==> src/design/tptr_pkg.sv <==
// types, constants and helpers of the three-perceptron trainer
package tptr_pkg;

  localparam int FEAT_W       = 16;
  localparam int WGT_W        = 32;
  localparam int LR_W         = 16;
  localparam int CNT_W        = 11;
  localparam int PIX_W        = 4;
  localparam int CFG_IDX_W    = 1;
  localparam int CFG_DATA_W   = 16;
  localparam int NUM_FEATURES = 4;
  localparam int NUM_OUT_W    = 2;
  localparam int MAX_SAMPLES  = 1024;
  localparam int STREAK_MAX   = 2047;

  localparam int PROD_W = FEAT_W + WGT_W;
  localparam int SUM_W  = PROD_W + 4;
  localparam int STEP_W = FEAT_W + LR_W + 1;
  localparam int EXT_W  = WGT_W + 2;

  localparam logic [CNT_W-1:0] STREAK_CAP =
    CNT_W'((MAX_SAMPLES < STREAK_MAX) ? MAX_SAMPLES : STREAK_MAX);

  localparam logic [LR_W-1:0]  LR_RESET = LR_W'(655);
  localparam logic [CNT_W-1:0] SC_RESET = CNT_W'(150);

  localparam logic [CFG_IDX_W-1:0] CFG_LEARN_RATE   = CFG_IDX_W'(0);
  localparam logic [CFG_IDX_W-1:0] CFG_SAMPLE_COUNT = CFG_IDX_W'(1);

  localparam logic [PIX_W-1:0] PIX_A_W0   = PIX_W'(0);
  localparam logic [PIX_W-1:0] PIX_B_W0   = PIX_W'(4);
  localparam logic [PIX_W-1:0] PIX_C_W0   = PIX_W'(8);
  localparam logic [PIX_W-1:0] PIX_BIAS_A = PIX_W'(10);
  localparam logic [PIX_W-1:0] PIX_BIAS_B = PIX_W'(11);
  localparam logic [PIX_W-1:0] PIX_BIAS_C = PIX_W'(12);

  localparam logic signed [EXT_W-1:0] BIAS_STEP = EXT_W'(65536);
  localparam logic signed [EXT_W-1:0] WGT_HI = {3'b000, {(WGT_W-1){1'b1}}};
  localparam logic signed [EXT_W-1:0] WGT_LO = {3'b111, {(WGT_W-1){1'b0}}};

  typedef logic signed [FEAT_W-1:0] feat_t;
  typedef feat_t [NUM_FEATURES-1:0] feat_vec_t;
  typedef logic signed [WGT_W-1:0]  wgt_t;

  typedef struct packed {
    logic [NUM_FEATURES-1:0] w_we;
    logic                    b_we;
  } hid_load_t;

  typedef struct packed {
    logic [NUM_OUT_W-1:0] w_we;
    logic                 b_we;
  } out_load_t;

  function automatic wgt_t sat_wgt(input logic signed [EXT_W-1:0] v);
    wgt_t r;
    if (v > WGT_HI) begin
      r = WGT_HI[WGT_W-1:0];
    end else if (v < WGT_LO) begin
      r = WGT_LO[WGT_W-1:0];
    end else begin
      r = v[WGT_W-1:0];
    end
    return r;
  endfunction

endpackage

==> src/design/tptr_outn.sv <==
// output neuron: weights on the two hidden outputs, bias, hard limit and update
module tptr_outn (
  input  logic                          clk,
  input  logic                          rst_n,
  input  logic                          train_en,
  input  tptr_pkg::out_load_t           load,
  input  tptr_pkg::wgt_t                load_value,
  input  logic                          in_a,
  input  logic                          in_b,
  input  logic [tptr_pkg::LR_W-1:0]     learn_rate,
  input  logic                          target,
  output logic                          out_bit,
  output logic                          miss
);

  tptr_pkg::wgt_t w_r   [tptr_pkg::NUM_OUT_W];
  tptr_pkg::wgt_t w_nxt [tptr_pkg::NUM_OUT_W];
  tptr_pkg::wgt_t bias_r;
  tptr_pkg::wgt_t bias_nxt;

  logic                              act [tptr_pkg::NUM_OUT_W];
  logic signed [tptr_pkg::EXT_W-1:0] acc;
  logic signed [tptr_pkg::EXT_W-1:0] lr_ext;
  logic signed [tptr_pkg::EXT_W-1:0] w_ext;
  logic signed [tptr_pkg::EXT_W-1:0] b_ext;

  assign act[0] = in_a;
  assign act[1] = in_b;
  assign lr_ext = $signed({{(tptr_pkg::EXT_W-tptr_pkg::LR_W){1'b0}}, learn_rate});

  always_comb begin
    acc = tptr_pkg::EXT_W'(bias_r);
    for (int j = 0; j < tptr_pkg::NUM_OUT_W; j++) begin
      if (act[j]) begin
        acc = acc + tptr_pkg::EXT_W'(w_r[j]);
      end
    end
  end

  assign out_bit = ~acc[tptr_pkg::EXT_W-1];
  assign miss    = out_bit != target;

  always_comb begin
    for (int j = 0; j < tptr_pkg::NUM_OUT_W; j++) begin
      w_ext    = tptr_pkg::EXT_W'(w_r[j]);
      w_nxt[j] = tptr_pkg::sat_wgt(target ? (w_ext + lr_ext) : (w_ext - lr_ext));
    end
    b_ext    = tptr_pkg::EXT_W'(bias_r);
    bias_nxt = tptr_pkg::sat_wgt(target ? (b_ext + tptr_pkg::BIAS_STEP)
                                        : (b_ext - tptr_pkg::BIAS_STEP));
  end

  always_ff @(posedge clk) begin
    if (!rst_n) begin
      for (int j = 0; j < tptr_pkg::NUM_OUT_W; j++) begin
        w_r[j] <= '0;
      end
      bias_r <= '0;
    end else begin
      for (int j = 0; j < tptr_pkg::NUM_OUT_W; j++) begin
        if (load.w_we[j]) begin
          w_r[j] <= load_value;
        end else if (train_en && miss && act[j]) begin
          w_r[j] <= w_nxt[j];
        end
      end
      if (load.b_we) begin
        bias_r <= load_value;
      end else if (train_en && miss) begin
        bias_r <= bias_nxt;
      end
    end
  end

endmodule

==> config.mk <==
export PLATFORM = sky130hd
export DESIGN_NAME = tptr_outn
export DESIGN_NICKNAME = d
export VERILOG_FILES = /design/src/design/tptr_pkg.sv /design/src/design/tptr_outn.sv
export SDC_FILE = /design/constraint.sdc
export NUM_CORES = 1
export LEC_CHECK = 0
export BUFFER_PORTS_ARGS = -buffer_cell sky130_fd_sc_hd__buf_2
export CELL_PAD_IN_SITES_DETAIL_PLACEMENT = 1
export CELL_PAD_IN_SITES_GLOBAL_PLACEMENT = 1
export CORE_MARGIN = 2
export CORE_UTILIZATION = 45
export DETAILED_ROUTE_END_ITERATION = 16
export GPL_ROUTABILITY_DRIVEN = 0
export PLACE_DENSITY_LB_ADDON = 0.1
export SYNTH_ARGS = -nofsm -noshare
export SYNTH_HDL_FRONTEND = slang
export SYNTH_SLANG_ARGS = --single-unit
==> constraint.sdc <==
create_clock -name clk -period 14 [get_ports clk]
set_input_delay 2.1 -clock clk [delete_from_list [all_inputs] [get_ports clk]]
set_output_delay 2.1 -clock clk [all_outputs]
set_load 0.005 [all_outputs]
# == Word-level counts from Yosys, hierarchy flattened ==
# Memory sizes are Yosys's and may differ from the RTL's.
# Index checks and enable logic that the tools add are counted.
# word_totals
regBits,32
ramBits,64
in_bits,57
output_inout_bits,2
word_cells,58
mem_count,1
# classes
addsub,8
order_cmp,6
eq_ne,1
n_mux,32
n_bitwise,5
reduce_logical,4
# memory_table
memory,words,word_bits,read_ports,rd_ports_with_merged_regs,write_ports,line_no,source
w_r,2,32,2,0,2,tptr_outn.sv:16,tptr_pkg::wgt_t w_r [tptr_pkg::NUM_OUT_W];
# op_table
cell,n
two-way mux 32 bit,12
two-way mux 34 bit,5
> comparator 34 x 32 -> 1 bit (second input constant),3
less-than comparator 34 x 32 -> 1 bit (second input constant),3
adder 32 x 17 -> 33 bit,2
subtractor 32 x 17 -> 33 bit,2
adder 34 x 32 -> 34 bit,1
adder 32 x 18 -> 33 bit (second input constant),1
adder 32 x 32 -> 33 bit,1
subtractor 32 x 18 -> 33 bit (second input constant),1
two-way mux 1 bit,15
OR 1 bit,4
logical AND 1 bit,3
nonzero test 2 bit,1
!= test 1 bit,1
inverter 1 bit,1

# == Depth between registers and ports, before layout ==
# An unclocked memory read counts as a cell.
# logic_depth
depth_word,14
depth_mapped,25
depth_no_buf,23

# == Worst setup path before layout ==
# No wires, ideal clock.
# synth_path
path_type,input -> register
from,input in_a
to,memory w_r[1][0] (netlist name) (enable)
setup_time_ns,0.466
t_arrival_ns,7.427
required_ns,13.534
slack_ns,6.108
cell_stages,13
path_buffers,2
path_cell_list,clkbuf_1 > buf_1 > mux2_2 > ha_1 > a21o_1 > a21o_1 > a21oi_1 > a2111o_1 > a31oi_1 > o211a_1 > a311oi_4 > mux2_2 > o21ai_0
# synth_rtl
item,line_no,source
"start, declared",tptr_outn.sv:8,"input logic in_a,"
"end, declared",tptr_outn.sv:16,

==> reports/metrics.yaml <==
worst_setup_path:
  end_kind: "register"
  worstSetupStartpointType: "input pin"
  path_class: "in2reg"
  cp_max_fo: 21
  crit_arrival_ns: 8.14
  cp.required_ns: 14.12
clocking:
  postCtsSetupRepairBufs: 0
  cts_buffer_depth: 2
  path_clk_slew_ns: 0.08
  cts.sinks: 96
  htreeDepth: 3
  cts_buffers: 9
  post_cts_resized: 0
  clock_latency_ns: 0.37
  postCtsHoldBufs: 0
  cts_tree: "built"
  cts-root-buf: "clkbuf_16"
global_routing:
  grt-busiest-layer: "met2"
  grt_pass1_wl_mm: 62.1
  grt_pass1_vias: 10756
  antenna_found_initial: 0
  use_met3_pct: 1.79
  track_usage_pct: 30.3
  overflow: 0
  grt_max_degree: 40
  grtUsageMet2_pct: 47.9
  use_met1_pct: 45.3
yosys:
  ys.warnings.count: 0
  syn_area_um2: 11600
  synth_edf_count: 64
  ys_ff_latch: 96
  dominantRegCellSynth: "edfxtp_1"
  ys_seq_area_share_pct: 22.2
  syn_nets: 1558
  synth-async-reset-ratio_pct: 0
  synthCells: 1352
  synth_cell_type_count: 85
  syn_area_per_cell_um2: 8.55
detailed_routing:
  wl_per_cell_um: 23.8
  dr_total_vias: 10924
  drc: 0
  final_antenna_net_count: 0
  detail_route.wirelength_mm: 40.9
  first_iter_violations: 830
  via_per_inst: 6.36
  firstDrtPassIters: 5
timing:
  setup_tns_ns: 0
  setup_slack_ns: 5.98
  holdWs_ns: 0.539
  period_minus_slack_ns: 8.02
  maxSlewHeadroom_pct: 14.4
  period_share_pct: 57.3
  rsz0062_at_grt: "false"
  fin_skew_ns: 0.0130
  tightest_slew_ns: 1.27
  fmax_ghz: 0.125
  slew_violations: 0
  hold_violations: 0
  finalSetupViolCount: 0
die:
  die_w_um: 164
  fp-row-count: 58
  core-area_um2: 25200
  start_util_pct: 45.9
  die_area_um2: 27000
  fp.dieH_um: 164
  io_pins: 59
final_layout:
  layout-area-overhead-vs-synth_pct: 7.95
  antenna_cells: 0
  nNetsFinal: 1589
  final_layout_size_suffix_gt1_share_pct: 10.6
  nFillCells: 3057
  final_cell_mix: "a21oi_1, ha_1, nand2_1"
power_and_ir_drop:
  p_leak_nw: 5.63
  ir_worst_vdd_v: 0.0000708
  power_density_nw_per_um2: 111
run:
  max_cap_viol_count: 0
placed_design:
  dpl.hpwl_mm: 32.5
  port_buffers: 58
  place_ws_ns: 5.63
outcome:
  outcome: "complete, no violations"
worst_hold_path:
  worstHoldPathType: "reg2reg"
[registers in the layout, summed over array words and instances, names as in the netlist]
name,cells
bias_r,32
w_r,64
[stage by stage]
step	instances	instance area [um2]	util (%)	total power, mW
3_5_place_dp	1702	12100	48.2	1.09
2_1_floorplan	1352	11600	-	0.885
4_1_cts	1718	12500	49.5	1.38
5_1_grt	1718	12500	49.5	1.47
6_report	1718	12500	49.5	1.39
3_3_place_gp	1702	12100	48.2	1.07
[cells in the mapped netlist (all sizes together), types with 16 or more instances]
cell	number	area share (%)
clkbuf	27	0.88
o21ai	71	3.1
a31oi	16	0.87
mux2	29	2.8
o211ai	18	1.2
buf	24	1.1
and3	18	0.97
nand2b	26	1.4
edfxtp	64	17
a22o	24	1.8
a221o	26	2.3
nand4	19	1.0
nand2	128	4.2
xor2	53	4.1
a211oi	20	1.3
xnor2	62	4.9
a21o	61	4.0
nand3	22	0.95
a21oi	147	6.4
dfxtp	32	5.5
inv	35	1.1
nor2	78	2.6
mux2i	18	1.6
nor3	25	1.2
ha	145	16
[power breakdown]
group / switching (mW) / internal (mW)
logic: 0.430 / 0.287
clock network: 0.135 / 0.154
registers: 0.0408 / 0.338
total: 0.606 / 0.779
[cells by family (layout without fill, tap and decap cells)]
family | after synthesis | after routing | share of synthesized area, %
DFF | 96 | 96 | 22.2
muxes | 47 | 47 | 4.38
xor gates and xnor gates | 115 | 115 | 9.01
AOI/OAI and AO/OA | 479 | 479 | 28.2
adders and majority gates | 163 | 163 | 17.6
and+or+nand+nor | 365 | 365 | 15.4
buffers and inverters | 87 | 123 | 3.19
[final cells by class]
class,instances,area (um2),area share [%]
Clock buffer,10,250,2.01
Clock inverter,6,82.6,0.662
Inverter,36,135,1.08
Multi-Input combinational cell,1169,8640,69.3
Sequential cell,96,2560,20.5
Tap cell,330,413,3.31
Timing Repair Buffer,71,388,3.11
[critical path, cell delays in order]
cell,delay [ns]
buf_2,0.11
or4_4,0.55
or3_4,0.35
nor3_2,0.17
nor4bb_1,1.02
ha_1,0.40
mux2_2,0.28
ha_1,0.39
nand2_1,0.11
a21o_1,0.08
o211ai_1,0.09
a31o_2,0.28
a21oi_1,0.19
o21bai_1,0.10
a21oi_1,0.34
xor2_2,0.93
nand2_2,0.28
a32o_1,0.34
[routing by layer]
| layer | vias up | wire length, um |
|---|---|---|
| met5 | - | 0 |
| met4 | 0 | 616 |
| met3 | 38 | 2370 |
| met2 | 311 | 18000 |
| met1 | 5376 | 19900 |
| li1 | 5199 | - |
[worst paths after layout]
kind	start	endpoint	slack, ns	cells after the start
setup / recovery	learn_rate[8]	w_r[0][21]$_SDFFCE_PP0P_	5.98	18
hold / removal	bias_r[0]$_SDFFE_PN0P_	bias_r[0]$_SDFFE_PN0P_	0.54	1
setup reg to reg	w_r[0][1]$_SDFFCE_PP0P_	w_r[1][18]$_DFFE_PP_	6.77	23
hold reg to reg	bias_r[0]$_SDFFE_PN0P_	bias_r[0]$_SDFFE_PN0P_	0.54	1
Note: power is estimated with default switching activity, not from simulation.
