File: src/design/tptr_pkg.sv
// types, constants and helpers of the three-perceptron trainer
package tptr_pkg;

  localparam int FEAT_W       = 16;
  localparam int WGT_W        = 32;
  localparam int LR_W         = 16;
  localparam int CNT_W        = 11;
  localparam int PIX_W        = 4;
  localparam int CFG_IDX_W    = 1;
  localparam int CFG_DATA_W   = 16;
  localparam int NUM_FEATURES = 4;
  localparam int NUM_OUT_W    = 2;
  localparam int MAX_SAMPLES  = 1024;
  localparam int STREAK_MAX   = 2047;

  localparam int PROD_W = FEAT_W + WGT_W;
  localparam int SUM_W  = PROD_W + 4;
  localparam int STEP_W = FEAT_W + LR_W + 1;
  localparam int EXT_W  = WGT_W + 2;

  localparam logic [CNT_W-1:0] STREAK_CAP =
    CNT_W'((MAX_SAMPLES < STREAK_MAX) ? MAX_SAMPLES : STREAK_MAX);

  localparam logic [LR_W-1:0]  LR_RESET = LR_W'(655);
  localparam logic [CNT_W-1:0] SC_RESET = CNT_W'(150);

  localparam logic [CFG_IDX_W-1:0] CFG_LEARN_RATE   = CFG_IDX_W'(0);
  localparam logic [CFG_IDX_W-1:0] CFG_SAMPLE_COUNT = CFG_IDX_W'(1);

  localparam logic [PIX_W-1:0] PIX_A_W0   = PIX_W'(0);
  localparam logic [PIX_W-1:0] PIX_B_W0   = PIX_W'(4);
  localparam logic [PIX_W-1:0] PIX_C_W0   = PIX_W'(8);
  localparam logic [PIX_W-1:0] PIX_BIAS_A = PIX_W'(10);
  localparam logic [PIX_W-1:0] PIX_BIAS_B = PIX_W'(11);
  localparam logic [PIX_W-1:0] PIX_BIAS_C = PIX_W'(12);

  localparam logic signed [EXT_W-1:0] BIAS_STEP = EXT_W'(65536);
  localparam logic signed [EXT_W-1:0] WGT_HI = {3'b000, {(WGT_W-1){1'b1}}};
  localparam logic signed [EXT_W-1:0] WGT_LO = {3'b111, {(WGT_W-1){1'b0}}};

  typedef logic signed [FEAT_W-1:0] feat_t;
  typedef feat_t [NUM_FEATURES-1:0] feat_vec_t;
  typedef logic signed [WGT_W-1:0]  wgt_t;

  typedef struct packed {
    logic [NUM_FEATURES-1:0] w_we;
    logic                    b_we;
  } hid_load_t;

  typedef struct packed {
    logic [NUM_OUT_W-1:0] w_we;
    logic                 b_we;
  } out_load_t;

  function automatic wgt_t sat_wgt(input logic signed [EXT_W-1:0] v);
    wgt_t r;
    if (v > WGT_HI) begin
      r = WGT_HI[WGT_W-1:0];
    end else if (v < WGT_LO) begin
      r = WGT_LO[WGT_W-1:0];
    end else begin
      r = v[WGT_W-1:0];
    end
    return r;
  endfunction

endpackage

File: src/design/tptr_streak.sv
// per-neuron streak counters and the converged flag
module tptr_streak (
  input  logic                       clk,
  input  logic                       rst_n,
  input  logic                       train_en,
  input  logic [2:0]                 miss,
  input  logic [tptr_pkg::CNT_W-1:0] sample_count,
  output logic                       converged
);

  logic [tptr_pkg::CNT_W-1:0] streak_r   [3];
  logic [tptr_pkg::CNT_W-1:0] streak_nxt [3];
  logic [tptr_pkg::CNT_W-1:0] limit;

  assign limit = (sample_count > tptr_pkg::STREAK_CAP) ? tptr_pkg::STREAK_CAP : sample_count;

  always_comb begin
    converged = 1'b1;
    for (int n = 0; n < 3; n++) begin
      if (!train_en) begin
        streak_nxt[n] = streak_r[n];
      end else if (miss[n]) begin
        streak_nxt[n] = '0;
      end else if (streak_r[n] < limit) begin
        streak_nxt[n] = streak_r[n] + tptr_pkg::CNT_W'(1);
      end else begin
        streak_nxt[n] = streak_r[n];
      end
      converged = converged & (streak_nxt[n] >= limit);
    end
  end

  always_ff @(posedge clk) begin
    if (!rst_n) begin
      for (int n = 0; n < 3; n++) begin
        streak_r[n] <= '0;
      end
    end else begin
      for (int n = 0; n < 3; n++) begin
        streak_r[n] <= streak_nxt[n];
      end
    end
  end

endmodule

File: config.mk
export PLATFORM = sky130hd
export DESIGN_NAME = tptr_streak
export DESIGN_NICKNAME = d
export VERILOG_FILES = /design/src/design/tptr_pkg.sv /design/src/design/tptr_streak.sv
export SDC_FILE = /design/constraint.sdc
export NUM_CORES = 1
export LEC_CHECK = 0
export BUFFER_PORTS_ARGS = -buffer_cell sky130_fd_sc_hd__clkbuf_2
export CORE_MARGIN = 2
export CORE_UTILIZATION = 65
export CTS_CLUSTER_DIAMETER = 40
export DETAILED_ROUTE_END_ITERATION = 8
export GPL_ROUTABILITY_DRIVEN = 0
export PLACE_DENSITY = 0.85
export SLEW_MARGIN = 20
export SYNTH_ARGS = -nofsm -noshare
export SYNTH_HDL_FRONTEND = slang
export SYNTH_SLANG_ARGS = --single-unit
export TNS_END_PERCENT = 30
File: constraint.sdc
create_clock -name clk -period 15.9 [get_ports clk]
set_input_delay 3.975 -clock clk [delete_from_list [all_inputs] [get_ports clk]]
set_output_delay 3.975 -clock clk [all_outputs]
set_load 0.01 [all_outputs]
# Yosys cells after proc, flatten, opt, wreduce, memory -nomap -nowiden
# Memories as Yosys holds them, arrays and structs flattened.
# Cells that the tools add are included.
# word_totals
inputBits	17
reg_bits	0
mem_bits_ro	0
mem_count	1
latch_bits	0
ramBits	33
word_cells	31
output_inout_bits	1
# mem_list
memory	depth	word_bits	read_ports	rd_clocked_by_memory_dff	write_ports	line	text
streak_r	3	11	3	0	3	tptr_streak.sv:11	logic [tptr_pkg::CNT_W-1:0] streak_r [3];
# op_classes
n_mul	0
magnitude_cmp	7
n_div	0
n_eq_ne	0
n_addsub	3
reduce_logical	0
bitwise_logic	5
muxes	15
n_shift	0
# op_table
operator	n
$mux 11	13
$add 11x1->11 const B	3
$ge 11x11->1	3
$lt 11x11->1	3
$gt 11x11->1 const B	1
$or 1x1->1	3
$and 1x1->1	2
$mux 1	2

# Longest topological paths before layout
# Gate-level depths: netlist of run 1.
# depth
depth_word	9
ltp_mapped	17
mapped_depth_nobuf	16

# Worst setup path before layout of run 1
# OpenSTA, ideal clock, no wires.
# synth_timing
path_kind	input port to output port
startpoint	input sample_count[10] (netlist name)
endpoint	output converged
path_slack_ps	4775
stages	14
arrival_ps	7150
n_path_buf	0
t_required_ps	11925
path_cell_list	clkinv_1 > nand2_1 > ha_1 > a21o_1 > a21o_1 > a211oi_2 > nand4_1 > xor2_1 > nor2_1 > ha_1 > a22o_1 > or4_1 > o2111ai_1 > a211oi_1
# synth_rtl
element	line	text
from (decl)	tptr_streak.sv:7	input logic [tptr_pkg::CNT_W-1:0] sample_count,
to (decl)	tptr_streak.sv:8	output logic converged

==> results.txt, run 1 <==
Tmin final: 12000 ps
global-route wire length before repair: 12000 µm
outcome: finished clean
area grow syn2layout: 7.44%
Top Registers: streak_r: 33 flops
Clock Power Share: 0.347
Final Hold Viols: 0
register area share after synthesis: 0.208
sequential power share: 0.454
dpl cells: 467
Detailed Route WL: 7480 µm
peak supply drop: 0.0000436 V
net load switching power: 54.9 µW
clk root buf: clkbuf_8
Req. time, crit path: 11930 ps
Die X-Extent: 73.9 µm
Final nets: 490
relative slew slack: 0.464
nature of the critical path startpoint: input pin
clock sink count: 33
post-route setup TNS: 0 ps
Worst Setup Path Type: input pin to output port
count of input and output buffers: 17
DRC: 0
Worst-Skew Late Latency: 290 ps
per-cell routed wire length: 15.8 µm
layout cells sized above 1: 0.0811
post-route non-filler standard cell count: 474
number of global-route vias before repair: 2713
initial DRC count: 169
post-route clock skew: 5.11 ps
ys async rst share: 0
Hold Buf Count CTS: 0
postcts setup bufs: 0
post-synth cell types: 46
CTS Buf Count: 5
Power, Total: 187 µW
synthesized flop and latch total: 33
die area: 0.00546 mm²
Core Box Area: 0.00472 mm²
Via-to-Cell Ratio: 6.16
Yosys top cell by area: ha_1
total of max-cap violations: 0
synth warn: 0
CTS tree: yes
final setup violation count: 0
number of synthesized flops with an enable pin: 0
DR vias: 2919
crit-path max FO: 12
RSZ-0062 raised after global routing: no
DP HPWL: 6040 µm
Worst Path Arrival: 8020 ps
Worst-path clk slew: 60 ps
Lkg Pwr: 1.62 nW
slew at the pin closest to its max-slew limit: 805 ps
max-slew violations: 0
global route overflow: 0
die height: 73.9 µm
min-delay worst type: register to register
Initial Util: 0.673
Switching Fraction: 0.293
max reg flops: 33
Power Density: 54.9 mW/mm²
Synth Flop Type: dfxtp_1
H-tree levels: 2
first drt pass iteration count: 4
maximum number of pins on one net before global-route repair: 13
io pins: 18
Fmax: 0.0834 GHz
Post-Synthesis Cells: 389
Post-Syn Nets: 472
Internal: 132 µW
Worst Setup End Kind: output port
antenna violations before repair: 0
Post-CTS Resized: 0
Synth area leaders: ha_1, dfxtp_1, xor2_1, nor2_1, nand2_1
Tot GR Track Use: 0.286
Antenna diodes: 0
Post-Syn Area: 0.00318 mm²
Comb power frac: 0.199
Rows: 25
clock tree buffer depth: 2
Final period util: 0.754
post-synthesis average cell area: 8.17 µm²
post-route ant nets: 0
Top reg by flops: streak_r
Synth top area share: 0.260
==> synth_stat cells (all sizes together), types with 2 or more instances <==
master,instances
xnor2,3
a221oi,2
and2,9
a211oi,3
buf,3
nor3,6
inv,6
or3,3
nand3,25
o21bai,3
o21a,4
nor4b,3
nand2,35
and4,5
a211o,2
nor2,55
o211ai,4
mux2i,4
and3,12
o21ai,10
ha,66
xor2,24
dfxtp,33
a21o,7
nand2b,2
nor2b,8
a21oi,17
clkbuf,4
nand4,19
==> per-layer routing <==
| layer | GRT usage | share of wire |
|---|---|---|
| met5 | 0 | 0 |
| met1 | 0.367 | 0.46 |
| met3 | 0.0412 | 0.046 |
| met2 | 0.494 | 0.48 |
| met4 | 0.0889 | 0.014 |
==> power groups by stage <==
| stage | Sequential [mW] | Combinational, mW | Clock, mW |
|---|---|---|---|
| 3_5_place_dp | 0.0870 | 0.0367 | 0 |
| 5_1_grt | 0.0852 | 0.0418 | 0.0691 |
| 3_3_place_gp | 0.0869 | 0.0353 | 0 |
| 4_1_cts | 0.0851 | 0.0370 | 0.0658 |
| 2_1_floorplan | 0.0866 | 0.0265 | 0 |
| 6_report | 0.0851 | 0.0373 | 0.0649 |
==> critical path, stage by stage <==
cell and delay (ps):
clkbuf_2 160, clkinv_1 320, nand2_1 350, ha_1 310
a21o_1 180, a21o_1 180, a211oi_2 610, nand4_1 190
xor2_1 220, nor2_1 70, ha_1 320, a22o_1 230
or4_1 460, o2111ai_1 190, a211oi_1 110, clkbuf_2 140
==> logic make-up after synthesis <==
| kind of cell | share of synthesized area |
|---|---|
| AO/OA/AOI/OAI | 0.130 |
| XOR/XNOR | 0.0744 |
| adder cells (fa/ha/maj) | 0.260 |
| buffers and inverters | 0.0165 |
| flip-flops | 0.208 |
| multiplexers | 0.0126 |
| AND/OR/NAND/NOR | 0.299 |
==> stage by stage <==
step | setup WS, ps | util | hold WS, ps | cell area (µm²)
6_report | 3900 | 0.723 | 523 | 3410
5_1_grt | 3580 | 0.723 | 574 | 3410
4_1_cts | 3950 | 0.723 | 532 | 3410
3_5_place_dp | 3960 | 0.704 | 523 | 3330
3_3_place_gp | 4090 | 0.704 | 508 | 3330
2_1_floorplan | 4780 | - | 479 | 3180
==> cells in the final DEF (no fill, tap or decap), types with 5 or more instances in the layout <==
cell and n:
a21o_1 7, a21oi_1 17, and2_1 9, and3_1 12
and4_1 5, clkbuf_2 17, clkbuf_8 6, dfxtp_1 33
ha_1 66, inv_1 6, nand2_1 34, nand3_1 24
nand4_1 19, nor2_1 55, nor2b_1 8, nor3_1 5
o21ai_0 10, xor2_1 24
==> worst paths after layout <==
kind                     from              end  slack (ps)  cells after the start
min           streak_r[0][21]  streak_r[0][21]         520                      2
max          sample_count[10]        converged        3900                     16
max reg2reg    streak_r[0][1]   streak_r[0][9]       13490                      7
min reg2reg   streak_r[0][21]  streak_r[0][21]         520                      2
==> final cells by class <==
type,count,area (µm²)
sequential,33,661
tap,67,83.8
timing repair buffer,18,92.6
clock buffer,7,86.3
inverter,7,26.3
fill,367,1310
multi-input combinational,342,2460
Power figures use the tool's default switching activity.
==> inputs of run 2 (changes only) <==
- CORE_UTILIZATION: 65 -> 56
- PLACE_DENSITY: 0.85 -> 0.78
- clock period: 15.9 -> 10.3 ns (I/O delays scaled with it)
==> results.txt, run 2 (synthesized netlist as in run 1, its figures left out) <==
outcome: finished clean (unchanged)
commonest non-fill, non-tap cell in the layout: ha_1 (unchanged)
Switching Fraction: 0.296 (was 0.293)
cells along the critical path: clkbuf_2 > clkinv_1 > nand2_1 > ha_1 > a21o_1 > a21o_1 > a211oi_2 > nand4_1 > xor2_1 > nor2_1 > ha_1 > a22o_1 > or4_1 > o2111ai_1 > a211oi_1 > clkbuf_2 (unchanged)
maximum number of pins on one net before global-route repair: 13 (unchanged)
first drt pass iteration count: 4 (unchanged)
min-delay worst type: register to register (unchanged)
sequential power share: 0.452 (was 0.454)
Worst path slowest cell: a211oi_2 (unchanged)
area grow syn2layout: 7.64% (was 7.44%)
RSZ-0062 raised after global routing: no (unchanged)
Worst Setup Path Type: input pin to output port (unchanged)
most frequent cells in the layout: ha_1, nor2_1, nand2_1 (unchanged)
Tot GR Track Use: 0.257 (was 0.286)
Worst Path Arrival: 6710 ps (was 8020 ps)
Worst-path clk slew: 70 ps (was 60 ps)
Post-CTS Resized: 0 (unchanged)
Hold Buf Count CTS: 0 (unchanged)
Worst Setup End Kind: output port (unchanged)
Worst Reg2Reg Path Length in Cells: 7 (unchanged)
crit-path max FO: 12 (unchanged)
R2R setup slack: 7950 ps (was 13490 ps)
Initial Util: 0.577 (was 0.673)
post-route ant nets: 0 (unchanged)
initial DRC count: 151 (was 169)
count of input and output buffers: 17 (unchanged)
slew at the pin closest to its max-slew limit: 808 ps (was 805 ps)
beginning of the critical path: sample_count[10] (unchanged)
relative slew slack: 0.462 (was 0.464)
Buf+Inv Stages, Crit Path: 3 (unchanged)
GRT met2 Usage: 0.422 (was 0.494)
final setup violation count: 0 (unchanged)
Fmax: 0.108 GHz
global-route wire length before repair: 12900 µm (was 12000 µm)
number of global-route vias before repair: 2831 (was 2713)
Post-DP Area: 0.00333 mm² (about the same)
post-route clock skew: 8.96 ps (was 5.11 ps)
clock sink count: 33 (unchanged)
Rows: 27 (was 25)
antenna violations before repair: 0 (unchanged)
Top Registers: streak_r: 33 flops (unchanged)
critical path endpoint: converged (unchanged)
Setup WS pre-CTS: 1070 ps (was 3960 ps)
clk root buf: clkbuf_8 (unchanged)
Comb power frac: 0.198 (was 0.199)
max reg flops: 33 (unchanged)
met3 Track Usage GR: 0.0443 (was 0.0412)
footprint of the multi-input gates: 0.00246 mm² (unchanged)
post-route setup TNS: 0 ps (unchanged)
Final period util: 0.901
worst r2r dst: streak_r[0][30] (was streak_r[0][9])
Lkg Pwr: 1.62 nW (unchanged)
CTS Buf Count: 5 (unchanged)
Antenna diodes: 0 (unchanged)
Detailed Route WL: 7560 µm (was 7480 µm)
Req. time, crit path: 7730 ps (was 11930 ps)
peak supply drop: 0.0000527 V (was 0.0000436 V)
Clock Power Share: 0.350 (was 0.347)
Top reg by flops: streak_r (unchanged)
Internal: 204 µW (was 132 µW)
GRT busiest layer: met2 (unchanged)
Worst-Skew Late Latency: 290 ps (about the same)
Reg2Reg Launch Point: streak_r[0][30] (was streak_r[0][1])
fin area: 0.00342 mm² (was 0.00341 mm²)
net load switching power: 86.0 µW (was 54.9 µW)
Final Hold Viols: 0 (unchanged)
setup ws final: 1020 ps (was 3900 ps)
Tmin final: 9280 ps
layout cells sized above 1: 0.0811 (unchanged)
Worst path max stage delay: 610 ps (about the same)
global-route met1 utilization: 0.330 (was 0.367)
max-slew violations: 0 (unchanged)
Via-to-Cell Ratio: 6.14 (was 6.16)
DRC: 0 (unchanged)
clock tree buffer depth: 2 (unchanged)
DP HPWL: 6140 µm (was 6040 µm)
Core Box Area: 0.00551 mm² (was 0.00472 mm²)
die area: 0.00629 mm² (was 0.00546 mm²)
die height: 79.3 µm (was 73.9 µm)
DR vias: 2942 (was 2919)
Fillers: 453 (was 367)
total of max-cap violations: 0 (unchanged)
Final nets: 490 (unchanged)
Die X-Extent: 79.3 µm (was 73.9 µm)
CTS tree: yes (unchanged)
nature of the critical path startpoint: input pin (unchanged)
global route overflow: 0 (unchanged)
Power Density: 84.9 mW/mm² (was 54.9 mW/mm²)
FF+latch area: 661 µm² (unchanged)
io pins: 18 (unchanged)
cell count along the critical path: 16 (unchanged)
H-tree levels: 2 (unchanged)
per-cell routed wire length: 15.8 µm (about the same)
Crit path max-delay family: compound AO/OA/AOI/OAI gates (unchanged)
postcts setup bufs: 0 (unchanged)
## run 2: cell counts in the layout (fill, tap and decap cells not counted)
No cell type changed its count.
## run 2: worst register-to-register path, delay by kind of cell, from the launching register on
| kind | cells | cell delay (ps) |
|---|---|---|
| AOI/OAI and AO/OA | 3 | 980 |
| DFF | 1 | 410 |
| and+or+nand+nor | 2 | 320 |
| adders and majority gates | 1 | 280 |
| xor gates and xnor gates | 1 | 240 |
## run 2: stage by stage
stage | std cells | util | hold WS (ps) | total power, mW
6_report | 479 | 0.621 | 527 | 0.290
5_1_grt | 479 | 0.621 | 576 | 0.306
4_1_cts | 479 | 0.621 | 522 | 0.294
3_5_place_dp | 472 | 0.605 | 514 | 0.191
3_3_place_gp | 472 | 0.605 | 498 | 0.189
2_1_floorplan | 389 | - | 479 | 0.175
## run 2: area by class of cell
cell class	instances	area share
Multi-Input combinational cell	342	0.720
Sequential cell	33	0.193
Timing Repair Buffer	18	0.0271
Tap cell	72	0.0263
Clock buffer	7	0.0252
Inverter	7	0.00768
## run 2: power by group through the flow
stage / Clock (mW) / Combinational [mW] / Sequential (mW)
finish: 0.102 / 0.0575 / 0.131
global route: 0.110 / 0.0646 / 0.131
CTS: 0.106 / 0.0570 / 0.131
detailed placement: 0 / 0.0568 / 0.134
global placement: 0 / 0.0553 / 0.134
floorplan: 0 / 0.0409 / 0.134
## run 2: how the worst min path moves through the flow
stage,cells after the start,to,slack [ps],from
final,2,streak_r[0][21],530,streak_r[0][21]
after global routing,2,streak_r[0][21],580,streak_r[0][21]
after CTS,2,streak_r[0][21],520,streak_r[0][21]
after detailed placement,2,streak_r[0][21],510,streak_r[0][21]
after global placement,2,streak_r[0][21],500,streak_r[0][21]
after floorplan,2,streak_r[0][19],480,streak_r[0][19]
## run 2: per-layer routing
layer / wire [µm] / vias to the layer above
met1: 3560 / 1375
met3: 354 / 19
li1: - / 1468
met4: 212 / 0
met2: 3440 / 80
met5: 0 / -
==> inputs of run 3 (changes only) <==
- CELL_PAD_IN_SITES_DETAIL_PLACEMENT: default -> 0
- CELL_PAD_IN_SITES_GLOBAL_PLACEMENT: default -> 1
- CORE_UTILIZATION: 56 -> 42
- PLACE_DENSITY: 0.78 -> 0.77
==> results.txt, run 3 (synthesized netlist as in run 1, its figures left out) <==
outcome: finished clean (unchanged)
Internal: 199 µW (was 204 µW)
R2R setup slack: 7910 ps (was 7950 ps)
peak supply drop: 0.0000401 V (was 0.0000527 V)
RSZ-0062 raised after global routing: no (unchanged)
Tot GR Track Use: 0.203 (was 0.257)
Power, Total: 285 µW (was 290 µW)
global-route wire length before repair: 13500 µm (was 12900 µm)
clock tree buffer depth: 2 (unchanged)
first drt pass iteration count: 4 (unchanged)
die area: 0.00828 mm² (was 0.00629 mm²)
postcts setup bufs: 0 (unchanged)
Lkg Pwr: 1.62 nW (about the same)
Worst-path clk slew: 70 ps (about the same)
Hold Buf Count CTS: 0 (unchanged)
area grow syn2layout: 8.51% (was 7.64%)
Fmax: 0.108 GHz (about the same)
post-route ant nets: 0 (unchanged)
Comb power frac: 0.204 (was 0.198)
io pins: 18 (unchanged)
Top reg by flops: streak_r (unchanged)
number of global-route vias before repair: 2711 (was 2831)
Req. time, crit path: 7730 ps (about the same)
DRC: 0 (unchanged)
fin area: 0.00345 mm² (was 0.00342 mm²)
Clock Power Share: 0.335 (was 0.350)
Worst Setup End Kind: output port (unchanged)
worst r2r dst: streak_r[0][9] (was streak_r[0][30])
max-slew violations: 0 (unchanged)
Switching Fraction: 0.300 (was 0.296)
Worst-Skew Late Latency: 280 ps (was 290 ps)
per-cell routed wire length: 16.0 µm (was 15.8 µm)
global route overflow: 0 (unchanged)
Core Box Area: 0.00729 mm² (was 0.00551 mm²)
layout cells sized above 1: 0.0784 (was 0.0811)
worst hold endpoint: streak_r[0][21] (unchanged)
Detailed Route WL: 8120 µm (was 7560 µm)
GRT busiest layer: met2 (unchanged)
die height: 91.0 µm (was 79.3 µm)
sequential power share: 0.461 (was 0.452)
final setup violation count: 0 (unchanged)
DR vias: 2825 (was 2942)
hold depth: 2 (unchanged)
crit-path max FO: 12 (unchanged)
GRT met2 Usage: 0.350 (was 0.422)
net load switching power: 85.6 µW (was 86.0 µW)
global-route met1 utilization: 0.270 (was 0.330)
Worst Reg2Reg Path Length in Cells: 7 (unchanged)
DP HPWL: 6430 µm (was 6140 µm)
CTS Buf Count: 5 (unchanged)
nature of the critical path startpoint: input pin (unchanged)
hold wc startpoint: streak_r[0][21] (unchanged)
relative slew slack: 0.436 (was 0.462)
Rows: 31 (was 27)
Reg2Reg Launch Point: streak_r[0][1] (was streak_r[0][30])
Final period util: 0.903 (was 0.901)
Worst Path Arrival: 6720 ps (was 6710 ps)
hold_ws: 520 ps (was 527 ps)
Post-CTS Resized: 0 (unchanged)
maximum number of pins on one net before global-route repair: 13 (unchanged)
initial DRC count: 82 (was 151)
Via-to-Cell Ratio: 5.57 (was 6.14)
Post-DP Area: 0.00337 mm² (was 0.00333 mm²)
met3 Track Usage GR: 0.0266 (was 0.0443)
antenna violations before repair: 0 (unchanged)
CTS tree: yes (unchanged)
slew at the pin closest to its max-slew limit: 847 ps (was 808 ps)
most frequent cells in the layout: ha_1, nor2_1, nand2_1 (unchanged)
Power Density: 82.6 mW/mm² (was 84.9 mW/mm²)
post-route clock skew: 7.69 ps (was 8.96 ps)
total of max-cap violations: 0 (unchanged)
Antenna diodes: 0 (unchanged)
Initial Util: 0.436 (was 0.577)
H-tree levels: 2 (unchanged)
min-delay worst type: register to register (unchanged)
count of input and output buffers: 17 (unchanged)
Top Registers: streak_r: 33 flops (unchanged)
Die X-Extent: 91.0 µm (was 79.3 µm)
final core occ: 0.473 (was 0.621)
clk root buf: clkbuf_8 (unchanged)
Final nets: 490 (unchanged)
Tmin final: 9300 ps (was 9280 ps)
post-route setup TNS: 0 ps (unchanged)
clock sink count: 33 (unchanged)
commonest non-fill, non-tap cell in the layout: ha_1 (unchanged)
Worst Setup Path Type: input pin to output port (unchanged)
Final Hold Viols: 0 (unchanged)
max reg flops: 33 (unchanged)
==> run 3: cell count changes in the layout (fill, tap and decap cells not counted), sizes merged <==
cell and delta:
clkbuf +1
==> run 3: cell type report <==
cell class | count | area, µm²
inverter | 7 | 26.3
clock buffer | 8 | 80.1
fill | 777 | 3840
tap | 99 | 124
multi-input combinational | 342 | 2460
sequential | 33 | 661
timing repair buffer | 18 | 92.6
==> run 3: worst max path at each step <==
stage                           from        end  slack [ps]  depth (start not counted)
finish              sample_count[10]  converged        1000                         18
detailed placement  sample_count[10]  converged        1060                         18
global placement    sample_count[10]  converged        1110                         18
CTS                 sample_count[10]  converged        1040                         18
global route        sample_count[10]  converged         680                         18
floorplan           sample_count[10]  converged        1980                         14
==> run 3: metrics by stage <==
stage / cells / setup WS, ps
2_1_floorplan: 389 / 1980
3_3_place_gp: 499 / 1110
3_5_place_dp: 499 / 1060
4_1_cts: 507 / 1040
5_1_grt: 507 / 685
6_report: 507 / 1000
==> run 3: critical path, stage by stage <==
cell       delay [ps]
clkbuf_2          170
clkinv_1          310
nand2_1           400
ha_1              320
a21o_1            180
a21o_1            180
a211oi_2          590
nand2_1           220
mux2i_1           230
nor2_1             70
ha_1              300
nor2b_1           130
o21a_1            110
o21ai_0            60
a21oi_1           170
o2111ai_1         150
a211oi_1          360
clkbuf_2          200
==> run 3: power by group through the flow <==
stage	Combinational [mW]	Clock, mW	Sequential, mW
after global routing	0.0654	0.106	0.132
after floorplan	0.0409	0	0.134
after detailed placement	0.0578	0	0.134
after CTS	0.0581	0.100	0.131
after global placement	0.0571	0	0.134
final	0.0581	0.0954	0.131
==> run 3: per-layer routing <==
metal  part of all wire  up-vias
met5                  0        -
met4              0.014        0
met3              0.036        8
met2               0.48       44
met1               0.47     1312
li1                   -     1461
